## config.mk

```make
export PLATFORM = sky130hd
export DESIGN_NAME = static_huffman_bit_decoder
export DESIGN_NICKNAME = d
export VERILOG_FILES = /design/src/design/shbd_pkg.sv /design/src/design/shbd_apb.sv /design/src/design/shbd_walk.sv /design/src/design/static_huffman_bit_decoder.sv
export SDC_FILE = /design/constraint.sdc
export NUM_CORES = 1
export LEC_CHECK = 0
export BUFFER_PORTS_ARGS = -buffer_cell sky130_fd_sc_hd__buf_4
export CORE_ASPECT_RATIO = 1.4
export CORE_MARGIN = 5
export CORE_UTILIZATION = 56
export CTS_CLUSTER_DIAMETER = 200
export DETAILED_ROUTE_END_ITERATION = 10
export PLACE_DENSITY = 0.85
export SLEW_MARGIN = 20
export SYNTH_ARGS = -nofsm -noshare
export SYNTH_HDL_FRONTEND = slang
export SYNTH_HIERARCHICAL = 1
export SYNTH_SLANG_ARGS = --single-unit
```

## constraint.sdc

```tcl
create_clock -name aclk -period 4.8 [get_ports aclk]
set_input_delay 0.24 -clock aclk [delete_from_list [all_inputs] [get_ports aclk]]
set_output_delay 0.24 -clock aclk [all_outputs]
set_load 0.1 [all_outputs]
```

## src/design/shbd_pkg.sv

```systemverilog
// Package with types, constants and the code tree ROM of the Huffman bit decoder.
`default_nettype none

package shbd_pkg;

    localparam int TREE_NODES   = 52;
    localparam int NODE_IDX_W   = $clog2(TREE_NODES);
    localparam int LETTER_COUNT = 26;
    localparam int LETTER_W     = 5;
    localparam int COUNT_W      = 8;

    localparam logic [NODE_IDX_W-1:0] NULL_NODE = NODE_IDX_W'(0);
    localparam logic [NODE_IDX_W-1:0] ROOT_NODE = NODE_IDX_W'(1);

    localparam logic [COUNT_W-1:0] COUNT_MAX          = {COUNT_W{1'b1}};
    localparam logic [COUNT_W-1:0] LETTER_LIMIT_RESET = {COUNT_W{1'b1}};
    localparam logic [LETTER_W-1:0] LAST_LETTER       = LETTER_W'(LETTER_COUNT - 1);

    localparam int APB_ADDR_W = 3;
    localparam int APB_DATA_W = 32;
    localparam int REG_IDX_W  = 1;
    localparam logic [REG_IDX_W-1:0] REG_LETTER_LIMIT = 1'b0;

    typedef struct packed {
        logic [NODE_IDX_W-1:0] left;
        logic [NODE_IDX_W-1:0] right;
        logic                  is_leaf;
        logic [LETTER_W-1:0]   letter;
    } tree_node_t;

    typedef struct packed {
        logic code_bit;
        logic end_of_string;
    } item_t;

    typedef struct packed {
        logic                letter_valid;
        logic [LETTER_W-1:0] letter_index;
        logic                done_res;
        logic                ok;
    } result_t;

    function automatic tree_node_t branch(input int unsigned l, input int unsigned r);
        tree_node_t n;
        n.left    = NODE_IDX_W'(l);
        n.right   = NODE_IDX_W'(r);
        n.is_leaf = 1'b0;
        n.letter  = '0;
        return n;
    endfunction

    function automatic tree_node_t leaf(input int unsigned k);
        tree_node_t n;
        n.left    = NULL_NODE;
        n.right   = NULL_NODE;
        n.is_leaf = 1'b1;
        n.letter  = LETTER_W'(k);
        return n;
    endfunction

    // node 0 is the missing child, node 1 the root
    function automatic tree_node_t tree_rom(input logic [NODE_IDX_W-1:0] idx);
        tree_node_t n;
        unique case (idx)
            6'd1:  n = branch(2, 5);
            6'd2:  n = branch(3, 18);
            6'd3:  n = branch(4, 11);
            6'd4:  n = leaf(0);
            6'd5:  n = branch(6, 14);
            6'd6:  n = branch(42, 7);
            6'd7:  n = branch(8, 33);
            6'd8:  n = branch(9, 36);
            6'd9:  n = branch(47, 10);
            6'd10: n = leaf(1);
            6'd11: n = branch(12, 25);
            6'd12: n = branch(23, 13);
            6'd13: n = leaf(2);
            6'd14: n = branch(15, 34);
            6'd15: n = branch(26, 16);
            6'd16: n = branch(31, 17);
            6'd17: n = leaf(3);
            6'd18: n = branch(20, 19);
            6'd19: n = leaf(4);
            6'd20: n = branch(21, 41);
            6'd21: n = branch(22, 32);
            6'd22: n = leaf(5);
            6'd23: n = branch(27, 24);
            6'd24: n = leaf(6);
            6'd25: n = leaf(7);
            6'd26: n = leaf(8);
            6'd27: n = branch(30, 28);
            6'd28: n = branch(38, 29);
            6'd29: n = leaf(9);
            6'd30: n = leaf(10);
            6'd31: n = leaf(11);
            6'd32: n = leaf(12);
            6'd33: n = leaf(13);
            6'd34: n = branch(35, 44);
            6'd35: n = leaf(14);
            6'd36: n = branch(48, 37);
            6'd37: n = leaf(15);
            6'd38: n = branch(39, 49);
            6'd39: n = branch(51, 40);
            6'd40: n = leaf(16);
            6'd41: n = leaf(17);
            6'd42: n = branch(43, 45);
            6'd43: n = leaf(18);
            6'd44: n = leaf(19);
            6'd45: n = branch(50, 46);
            6'd46: n = leaf(20);
            6'd47: n = leaf(21);
            6'd48: n = leaf(22);
            6'd49: n = leaf(23);
            6'd50: n = leaf(24);
            6'd51: n = leaf(25);
            default: n = '0;
        endcase
        return n;
    endfunction

endpackage

`default_nettype wire

```

## src/design/shbd_apb.sv

```systemverilog
// APB register block holding the letter limit.
`default_nettype none

module shbd_apb (
    input  wire logic                             aclk,
    input  wire logic                             aresetn,
    input  wire logic                             psel,
    input  wire logic                             penable,
    input  wire logic                             pwrite,
    input  wire logic [shbd_pkg::APB_ADDR_W-1:0]  paddr,
    input  wire logic [shbd_pkg::APB_DATA_W-1:0]  pwdata,
    output logic      [shbd_pkg::APB_DATA_W-1:0]  prdata,
    output logic                                  pready,
    output logic      [shbd_pkg::COUNT_W-1:0]     letter_limit
);

    logic [shbd_pkg::REG_IDX_W-1:0] reg_idx;
    logic                           wr_en;
    logic [shbd_pkg::COUNT_W-1:0]   limit_reg;
    logic [shbd_pkg::COUNT_W-1:0]   limit_next;

    assign reg_idx = paddr[shbd_pkg::APB_ADDR_W-1 -: shbd_pkg::REG_IDX_W];
    assign pready  = 1'b1;
    assign wr_en   = psel && penable && pwrite && pready;

    always_comb begin
        limit_next = limit_reg;
        if (wr_en && reg_idx == shbd_pkg::REG_LETTER_LIMIT) begin
            limit_next = pwdata[shbd_pkg::COUNT_W-1:0];
        end
    end

    always_ff @(posedge aclk) begin
        if (!aresetn) begin
            limit_reg <= shbd_pkg::LETTER_LIMIT_RESET;
        end else begin
            limit_reg <= limit_next;
        end
    end

    always_comb begin
        prdata = '0;
        if (reg_idx == shbd_pkg::REG_LETTER_LIMIT) begin
            prdata = shbd_pkg::APB_DATA_W'(limit_reg);
        end
    end

    assign letter_limit = limit_reg;

endmodule

`default_nettype wire

```

## src/design/shbd_walk.sv

```systemverilog
// Tree walk state, one-bit decode step and result register.
`default_nettype none

module shbd_walk #(
    parameter int NODE_SLOTS = 64
) (
    input  wire logic                          aclk,
    input  wire logic                          aresetn,
    input  wire logic                          item_valid,
    input  wire shbd_pkg::item_t               item,
    output logic                               item_ready,
    input  wire logic [shbd_pkg::COUNT_W-1:0]  letter_limit,
    output logic                               res_valid,
    output shbd_pkg::result_t                  res,
    input  wire logic                          res_ready
);

    localparam int NODE_W = $clog2(NODE_SLOTS);

    logic [NODE_W-1:0]               cur_node_reg, cur_node_next;
    logic [shbd_pkg::COUNT_W-1:0]    count_reg, count_next;
    logic                            halted_reg, halted_next;
    logic                            res_vld_reg, res_vld_next;
    shbd_pkg::result_t               res_reg, res_next;

    logic                            res_free;
    logic                            step;
    logic                            node_in_rom;
    shbd_pkg::tree_node_t            cur_entry;
    logic [shbd_pkg::NODE_IDX_W-1:0] child_idx;
    shbd_pkg::tree_node_t            child_entry;
    logic                            hit;
    logic [shbd_pkg::NODE_IDX_W-1:0] walk_node;
    logic [shbd_pkg::COUNT_W-1:0]    count_bump;
    logic                            stop;
    logic                            at_root;

    assign res_free   = !res_vld_reg || res_ready;
    assign item_ready = res_free;
    assign step       = item_valid && res_free;

    assign node_in_rom = cur_node_reg < NODE_W'(shbd_pkg::TREE_NODES);
    assign cur_entry   = node_in_rom ?
                         shbd_pkg::tree_rom(cur_node_reg[shbd_pkg::NODE_IDX_W-1:0]) : '0;
    assign child_idx   = item.code_bit ? cur_entry.right : cur_entry.left;
    assign child_entry = shbd_pkg::tree_rom(child_idx);
    assign hit         = (child_idx != shbd_pkg::NULL_NODE) && child_entry.is_leaf;
    assign walk_node   = hit ? shbd_pkg::ROOT_NODE : child_idx;

    always_comb begin
        count_bump = count_reg;
        if (hit && count_reg != shbd_pkg::COUNT_MAX) begin
            count_bump = count_reg + 1'b1;
        end
    end

    assign stop    = (count_bump >= letter_limit) || (walk_node == shbd_pkg::NULL_NODE);
    assign at_root = walk_node == shbd_pkg::ROOT_NODE;

    always_comb begin
        cur_node_next = cur_node_reg;
        count_next    = count_reg;
        halted_next   = halted_reg;
        res_next      = '0;
        if (!halted_reg) begin
            cur_node_next         = NODE_W'(walk_node);
            count_next            = count_bump;
            res_next.letter_valid = hit;
            res_next.letter_index = hit ? child_entry.letter : '0;
            if (stop) begin
                halted_next       = 1'b1;
                res_next.done_res = 1'b1;
                res_next.ok       = at_root;
            end else if (item.end_of_string) begin
                res_next.done_res = 1'b1;
                res_next.ok       = at_root;
            end
        end
        // end mark re-arms the walk for the next string
        if (item.end_of_string) begin
            cur_node_next = NODE_W'(shbd_pkg::ROOT_NODE);
            count_next    = '0;
            halted_next   = 1'b0;
        end
    end

    always_comb begin
        res_vld_next = res_vld_reg;
        if (step) begin
            res_vld_next = 1'b1;
        end else if (res_ready) begin
            res_vld_next = 1'b0;
        end
    end

    always_ff @(posedge aclk) begin
        if (!aresetn) begin
            cur_node_reg <= NODE_W'(shbd_pkg::ROOT_NODE);
            count_reg    <= '0;
            halted_reg   <= 1'b0;
            res_vld_reg  <= 1'b0;
        end else begin
            res_vld_reg <= res_vld_next;
            if (step) begin
                cur_node_reg <= cur_node_next;
                count_reg    <= count_next;
                halted_reg   <= halted_next;
            end
        end
    end

    always_ff @(posedge aclk) begin
        if (step) begin
            res_reg <= res_next;
        end
    end

    assign res_valid = res_vld_reg;
    assign res       = res_reg;

endmodule

`default_nettype wire

```

## src/design/static_huffman_bit_decoder.sv

```systemverilog
// Top level of the static Huffman bit decoder: input register, walk and APB port.
// Path: the input transfer is held in the input register, then the walk result in the result register.
// Throughput: one bit per cycle while the result channel is not stalled; the tree ROM lookups and
// state update are combinational between the two registers.
// Reset (aresetn low, synchronous): walk at root, letter count 0, not halted,
// letter_limit 255, both channels empty.
`default_nettype none

module static_huffman_bit_decoder #(
    parameter int NODE_SLOTS = 64
) (
    input  wire logic                                  aclk,
    input  wire logic                                  aresetn,
    input  wire logic                                  s_valid,
    output logic                                       s_ready,
    input  wire logic                                  s_code_bit,
    input  wire logic                                  s_end_of_string,
    output logic                                       m_valid,
    input  wire logic                                  m_ready,
    output logic                                       m_letter_valid,
    output logic      [shbd_pkg::LETTER_W-1:0]         m_letter_index,
    output logic                                       m_done_res,
    output logic                                       m_ok,
    input  wire logic                                  psel,
    input  wire logic                                  penable,
    input  wire logic                                  pwrite,
    input  wire logic [shbd_pkg::APB_ADDR_W-1:0]       paddr,
    input  wire logic [shbd_pkg::APB_DATA_W-1:0]       pwdata,
    output logic      [shbd_pkg::APB_DATA_W-1:0]       prdata,
    output logic                                       pready
);

    logic                         in_vld_reg, in_vld_next;
    shbd_pkg::item_t              in_item_reg;
    logic                         walk_ready;
    logic                         in_xfer;
    logic [shbd_pkg::COUNT_W-1:0] letter_limit;
    shbd_pkg::result_t            res;

    assign s_ready = !in_vld_reg || walk_ready;
    assign in_xfer = s_valid && s_ready;

    always_comb begin
        in_vld_next = in_vld_reg;
        if (in_xfer) begin
            in_vld_next = 1'b1;
        end else if (walk_ready) begin
            in_vld_next = 1'b0;
        end
    end

    always_ff @(posedge aclk) begin
        if (!aresetn) begin
            in_vld_reg <= 1'b0;
        end else begin
            in_vld_reg <= in_vld_next;
        end
    end

    always_ff @(posedge aclk) begin
        if (in_xfer) begin
            in_item_reg.code_bit      <= s_code_bit;
            in_item_reg.end_of_string <= s_end_of_string;
        end
    end

    shbd_apb u_apb (
        .aclk         (aclk),
        .aresetn      (aresetn),
        .psel         (psel),
        .penable      (penable),
        .pwrite       (pwrite),
        .paddr        (paddr),
        .pwdata       (pwdata),
        .prdata       (prdata),
        .pready       (pready),
        .letter_limit (letter_limit)
    );

    shbd_walk #(
        .NODE_SLOTS (NODE_SLOTS)
    ) u_walk (
        .aclk         (aclk),
        .aresetn      (aresetn),
        .item_valid   (in_vld_reg),
        .item         (in_item_reg),
        .item_ready   (walk_ready),
        .letter_limit (letter_limit),
        .res_valid    (m_valid),
        .res          (res),
        .res_ready    (m_ready)
    );

    assign m_letter_valid = res.letter_valid;
    assign m_letter_index = res.letter_index;
    assign m_done_res     = res.done_res;
    assign m_ok           = res.ok;

endmodule

`default_nettype wire

```

==> results of run 1 <==
==> routing by layer <==
metal | global-route usage, % | up-vias | routed length [um] | share of wire, %
met3 | 2.787 | 49 | 588 | 5.9
li1 | - | 1763 | - | -
met5 | 0 | - | 0 | 0
met4 | 12.20 | 0 | 481 | 4.8
met2 | 39.60 | 195 | 4924 | 49
met1 | 26.73 | 1769 | 3964 | 40
==> per-stage QoR <==
stage | power (mW) | hold WS, ns | cells | utilization (%)
6_report | 1.007 | 0.1065 | 602 | 61.06
5_1_grt | 1.046 | 0.09539 | 602 | 61.06
2_1_floorplan | 0.7316 | 0.3389 | 509 | -
3_5_place_dp | 0.7715 | 0.4204 | 594 | 59.79
3_3_place_gp | 0.7670 | 0.4221 | 594 | 59.79
4_1_cts | 1.005 | 0.1013 | 602 | 61.06
==> final cells by class <==
cell class	count	area, um2	area share [%]
multi-input cells	389	2599	61.36
inverters	23	88.84	2.097
clock inverters	3	18.77	0.4431
flip-flops and latches	47	1041	24.58
well taps	95	118.9	2.807
repair buffers	40	300.3	7.090
clock buffers	5	68.82	1.625
==> worst max-delay path, stage by stage, from the launching register on <==
cell	delay (ns)
edfxtp_1	0.34
buf_4	0.33
mux2i_2	0.67
nand4_1	0.19
a211oi_2	0.30
nor3_4	0.09
a32oi_1	0.32
mux2_2	0.40
ha_1	0.27
a21o_1	0.15
a21o_1	0.16
a21o_1	0.16
a21o_1	0.17
a21oi_1	0.14
nor2b_1	0.05
o21ai_0	0.34
a221oi_1	0.16
==> worst min path at each step <==
stage / startpoint / to / cells after the start
2_1_floorplan: s_end_of_string / in_item_reg[0]$_DFFE_PP_ / 0
4_1_cts: s_end_of_string / in_item_reg[0]$_DFFE_PP_ / 1
6_report: s_end_of_string / in_item_reg[0]$_DFFE_PP_ / 1
3_5_place_dp: s_end_of_string / in_item_reg[0]$_DFFE_PP_ / 1
5_1_grt: s_end_of_string / in_item_reg[0]$_DFFE_PP_ / 1
3_3_place_gp: s_code_bit / in_item_reg[1]$_DFFE_PP_ / 1
==> logic make-up (layout without fill, tap and decap cells) <==
| group | after synthesis | in the layout | share of synthesized area, % |
|---|---|---|---|
| xor gates and xnor gates | 9 | 9 | 1.983 |
| other | 2 | 25 | 0.1889 |
| muxes | 22 | 22 | 7.491 |
| buffers and inverters | 73 | 71 | 10.61 |
| DFF | 47 | 47 | 26.19 |
| and+or+nand+nor | 177 | 177 | 23.64 |
| AOI/OAI and AO/OA | 141 | 141 | 25.18 |
| adders and majority gates | 15 | 15 | 4.721 |
==> cell usage in the layout, fill, tap and decap left out, types with 6 or more instances in the layout <==
cell type / n
nor2b_1: 17
buf_4: 40
dfxtp_1: 37
nand3_1: 22
o211ai_1: 8
ha_1: 15
inv_1: 19
and2_1: 6
mux2i_1: 9
o21ai_0: 25
edfxtp_1: 10
o21ai_1: 7
and2b_2: 8
nor3_1: 13
o31ai_1: 6
a21o_1: 7
nand2_1: 34
nor2_1: 40
a21oi_1: 30
xnor2_1: 7
and3_1: 6
nand4_1: 7
conb_1: 25
a211oi_1: 8
==> report_power, final <==
part	switching (mW)	internal [mW]
logic	0.255	0.0826
clock network	0.137	0.102
registers	0.0136	0.416
==> results.ini, run 1 <==
[synth]
ys_types=76
synth_edf_count=10
synth_warnings=6
synth_commonest_cells=40 x nor2_1, 37 x dfxtp_1, 34 x nand2_1
syn-mean-instance-area_um2=8.179
synth_top_cell_by_area=dfxtp_1
syn_inst=486
async_flop_share_pct=0
syn_area_um2=3975
synth.top_cell.area_share_pct=18.63
ys.flop_type=dfxtp_1
yosysMostFrequentCell=nor2_1
seq_area_frac_synth_pct=26.19
synthTopCellsByArea=dfxtp_1 19%, edfxtp_1 7.6%, buf_4 5.5%
synth_seq_cells=47

[timing]
hold_violations=0
fmax_mhz=220.6
max_slew_margin_pct=49.13
fin_tns_setup_ns=0
min_period_ns=4.534
slew_viol_final=0
worst_slack_ns=0.2662
rsz0062_at_grt=false
worst_slew_pin_slew_ns=0.7439
period_share_pct=94.45
worst_clock_skew_ns=0.006423
finalSetupViolations=0

[setup_path]
crit_path_start_kind=flop
worstRegToRegCells=16
regToRegSetupSlack_ns=0.27
crit_fanout=22
critPathKind=flop to flop
worstPathArrival_ns=4.56
rr_endpoint=u_walk/res[0]$_SDFFCE_PP0P_
critPathCapture=u_walk/res[0]$_SDFFCE_PP0P_
crit_required_ns=4.83
startpoint=in_item_reg[1]$_DFFE_PP_
worst_setup_path_end_kind=flop
r2r-start=in_item_reg[1]$_DFFE_PP_

[finish]
diodes=0
fin_area_um2=4235
fin_nets=565
area.growth.synth_to_final_pct=6.547
drive_above_1_share_pct=18.54
fillCellCount=628

[placement]
dpl_worst_slack_ns=0.3237
gp_congestion=0.9103
io_buffers=35
dpl.hpwl_mm=7.374
place_area_um2=4148

[drt]
drt-total-wl_mm=9.959
vias=3776
drc_errors=0
routedWlPerCell_um=16.54
via_per_inst=6.272
drt_iter0_markers=390
drtAntennaViolNets=0
dr.pass1.iters=5

[floorplanning]
start_util_pct=57.31
die_w_um=81.21
fp-row-count=36
core-area_um2=6937
io_pins=87
die_h_um=109.7
dieArea_um2=8907

[global_route]
grt_max_degree=36
grt_overflow=0
grt_first_pass_wirelength_mm=16.28
track_usage_pct=22.71
antenna_found_initial=0
grt_pass1_vias=3454

[clock_network]
ctsResizeCount=0
clk_pin_slew_worst_paths_ns=0.09
cts_hold_buf=0
clk_path_buf_depth=2
cts.root.buffer_cell=clkbuf_8
cts.sink_count=47
cts_setup_buffers=0
h-tree-depth=2
clkLatencyLatePin_ns=0.30
cts_tree=yes
cts_buffers=5

[power]
power_leakage_nw=1.771
ir_worst_vdd_v=0.0001255
pwr_density_cell_nw_per_um2=237.7

[flow_run]
drv_cap=0

[status]
outcome=complete, no violations

[worst_hold_path]
hold_class=input pin to flop

Power figures use the tool's default switching activity.
==> inputs of run 2 (changes only) <==
--- a/config.mk
+++ b/config.mk
@@ -5,13 +5,14 @@
 export SDC_FILE = /design/constraint.sdc
 export NUM_CORES = 1
 export LEC_CHECK = 0
-export BUFFER_PORTS_ARGS = -buffer_cell sky130_fd_sc_hd__buf_4
 export CORE_ASPECT_RATIO = 1.4
 export CORE_MARGIN = 5
-export CORE_UTILIZATION = 56
+export CORE_UTILIZATION = 65
 export CTS_CLUSTER_DIAMETER = 200
 export DETAILED_ROUTE_END_ITERATION = 10
-export PLACE_DENSITY = 0.85
+export DONT_BUFFER_PORTS = 1
+export GPL_TIMING_DRIVEN = 0
+export PLACE_DENSITY = 0.84
 export SLEW_MARGIN = 20
 export SYNTH_ARGS = -nofsm -noshare
 export SYNTH_HDL_FRONTEND = slang
==> constraint.sdc (replaced) <==
create_clock -name aclk -period 4.8 [get_ports aclk]
set_input_delay 0.96 -clock aclk [delete_from_list [all_inputs] [get_ports aclk]]
set_output_delay 0.96 -clock aclk [all_outputs]
set_load 0.1 [all_outputs]
==> results.ini, run 2 (synthesis results as in run 1) <==
[power]
power_leakage_nw=1.812  ; +2.3%
ir_worst_vdd_v=0.0001189  ; -5.3%
pwr_density_cell_nw_per_um2=246.6  ; +3.8%

[drt]
drc_errors=0  ; unchanged
drt-total-wl_mm=11.11  ; +12%
via_per_inst=6.576  ; +4.8%
vias=3860  ; +2.2%
dr.pass1.iters=5  ; unchanged
drt_iter0_markers=423  ; +8.5%
drtAntennaViolNets=0  ; unchanged
routedWlPerCell_um=18.93  ; +14%

[timing]
rsz0062_at_grt=false
min_period_ns=4.440  ; -0.09375 ns
worst_clock_skew_ns=0.008388  ; +0.001965 ns
finalSetupViolations=0  ; unchanged
period_share_pct=92.50  ; -2.0 points
hold_violations=0  ; unchanged
timing.hold.ws_ns=0.5226  ; +0.4162 ns
fmax_mhz=225.2  ; +2.1%
max_slew_margin_pct=35.96  ; -13 points
slew_viol_final=0  ; unchanged
fin_tns_setup_ns=0  ; unchanged
worst_slew_pin_slew_ns=0.9593  ; +0.2154 ns

[clock_network]
h-tree-depth=2  ; unchanged
cts_buffers=5  ; unchanged
cts.root.buffer_cell=clkbuf_8
clkLatencyLatePin_ns=0.30  ; about the same
cts.sink_count=47  ; unchanged
clk_pin_slew_worst_paths_ns=0.09  ; about the same
cts_tree=yes
clk_path_buf_depth=2  ; unchanged

[finish]
final_common_cell=nor2_1
fillCellCount=464  ; -26%
fin_area_um2=4258  ; +0.53%
fin_nets=575  ; +1.8%
fin_util_pct=72.11  ; +11 points
area.growth.synth_to_final_pct=7.114
diodes=0  ; unchanged
fin_cells=587  ; -2.5%
drive_above_1_share_pct=18.18  ; -0.36 points
final_cell_mix=40 x nor2_1, 37 x dfxtp_1, 34 x nand2_1

[floorplanning]
fp-row-count=33  ; -8.3%
dieArea_um2=7802  ; -12%
die_w_um=76.09  ; -6.3%
io_pins=87  ; unchanged
start_util_pct=67.32  ; +10 points
die_h_um=102.5  ; -6.5%
core-area_um2=5904  ; -15%

[placement]
dpl.hpwl_mm=8.473  ; +15%
dpl.cell_count=579  ; -2.5%
io_buffers=0  ; -100%
place_area_um2=4149  ; about the same
gp_congestion=0.9745  ; +7.1%

[setup_path]
crit_fanout=10  ; -55%
worstPathArrival_ns=4.48  ; -0.08 ns
critPathKind=flop to flop
crit_chain=buf_6 > buf_8 > mux2i_4 > nand3_1 > o31ai_1 > nand2_1 > a32oi_1 > buf_2 > mux2_2 > ha_1 > a21o_1 > a21o_1 > a21o_1 > a21o_1 > a21oi_1 > nor2b_1 > o21ai_1 > a221oi_1
cp_common_cell=a21o_1
crit_path_top_delay_cell=mux2i_4
crit_path_start_kind=flop
worst_setup_path_end_kind=flop
cpPeakStageDelay_ns=0.39  ; -0.28 ns
crit_required_ns=4.84  ; about the same

[global_route]
grt_overflow=0  ; unchanged
track_usage_pct=27.89  ; +5.2 points
grt_pass1_vias=3742  ; +8.3%
antenna_found_initial=0  ; unchanged
grt_first_pass_wirelength_mm=17.88  ; +9.8%
grt_max_degree=17  ; -53%

[worst_hold_path]
hold_class=flop to flop

[status]
outcome=complete, no violations

[flow_run]
drv_cap=0  ; unchanged

## run 2: cell types whose count changed in the layout (fill, tap and decap cells not counted), sizes merged
cell / delta
inv: +1
clkinv: -1
clkinvlp: -1
clkbuf: +10
buf: +1
## run 2: final cells by class
type,instances,area [um2],area share (%)
multi-input cells,389,2599,61.03
flip-flops and latches,47,1041,24.45
plain buffers,50,332.8,7.817
clock buffers,6,93.84,2.204
inverters,23,88.84,2.086
well taps,70,87.58,2.057
clock inverters,2,15.01,0.3526
## run 2: critical path, delay by kind of cell (launching register included)
kind | cells | cell delay (ns)
adders and majority gates | 1 | 0.28
buffers and inverters | 3 | 0.56
DFF | 1 | 0.35
and+or+nand+nor | 3 | 0.42
muxes | 2 | 0.77
AOI/OAI and AO/OA | 9 | 1.81
## run 2: power breakdown
part | total (mW) | leakage [nW] | switching [mW] | internal (mW)
registers | 0.452 | 0.397 | 0.0357 | 0.416
logic | 0.320 | 1.36 | 0.237 | 0.0830
clock network | 0.278 | 0.0573 | 0.142 | 0.137
total | 1.05 | 1.81 | 0.414 | 0.636
## run 2: through the flow
stage	worst slack [ns]	power, mW
after floorplan	0.8667	0.7316
after global placement	0.3285	0.7674
after detailed placement	0.3072	0.7727
after CTS	0.2728	1.044
after global routing	0.08627	1.085
final	0.3600	1.050
## run 2: final timing paths
path	endpoint	cells past startpoint	start	slack [ns]
max	u_walk/res[0]$_SDFFCE_PP0P_	18	in_item_reg[1]$_DFFE_PP_	0.36
min	u_walk/count_reg[7]$_SDFFE_PN0P_	2	u_walk/count_reg[7]$_SDFFE_PN0P_	0.52
max reg2reg	u_walk/res[0]$_SDFFCE_PP0P_	18	in_item_reg[1]$_DFFE_PP_	0.36
min reg2reg	u_walk/count_reg[7]$_SDFFE_PN0P_	2	u_walk/count_reg[7]$_SDFFE_PN0P_	0.52
## run 2: layer usage
| metal | part of all wire, % | GRT usage (%) | wire length, um | vias to the layer above |
|---|---|---|---|---|
| li1 | - | - | - | 1788 |
| met1 | 35 | 29.30 | 3929 | 1748 |
| met2 | 52 | 52.64 | 5773 | 257 |
| met3 | 7.2 | 4.458 | 800 | 67 |
| met4 | 5.5 | 16.02 | 608 | 0 |
| met5 | 0 | 0 | 0 | - |
## run 2: what timing repair did
| item | in CTS | in global routing |
|---|---|---|
| hold buffers | 0 | 0 |
| endpoints found under the hold margin | 0 | 0 |
| endpoints found under the setup margin | 0 | 1 |
| gates resized for setup | 0 | 1 |
| buffers inserted | 0 | 0 |
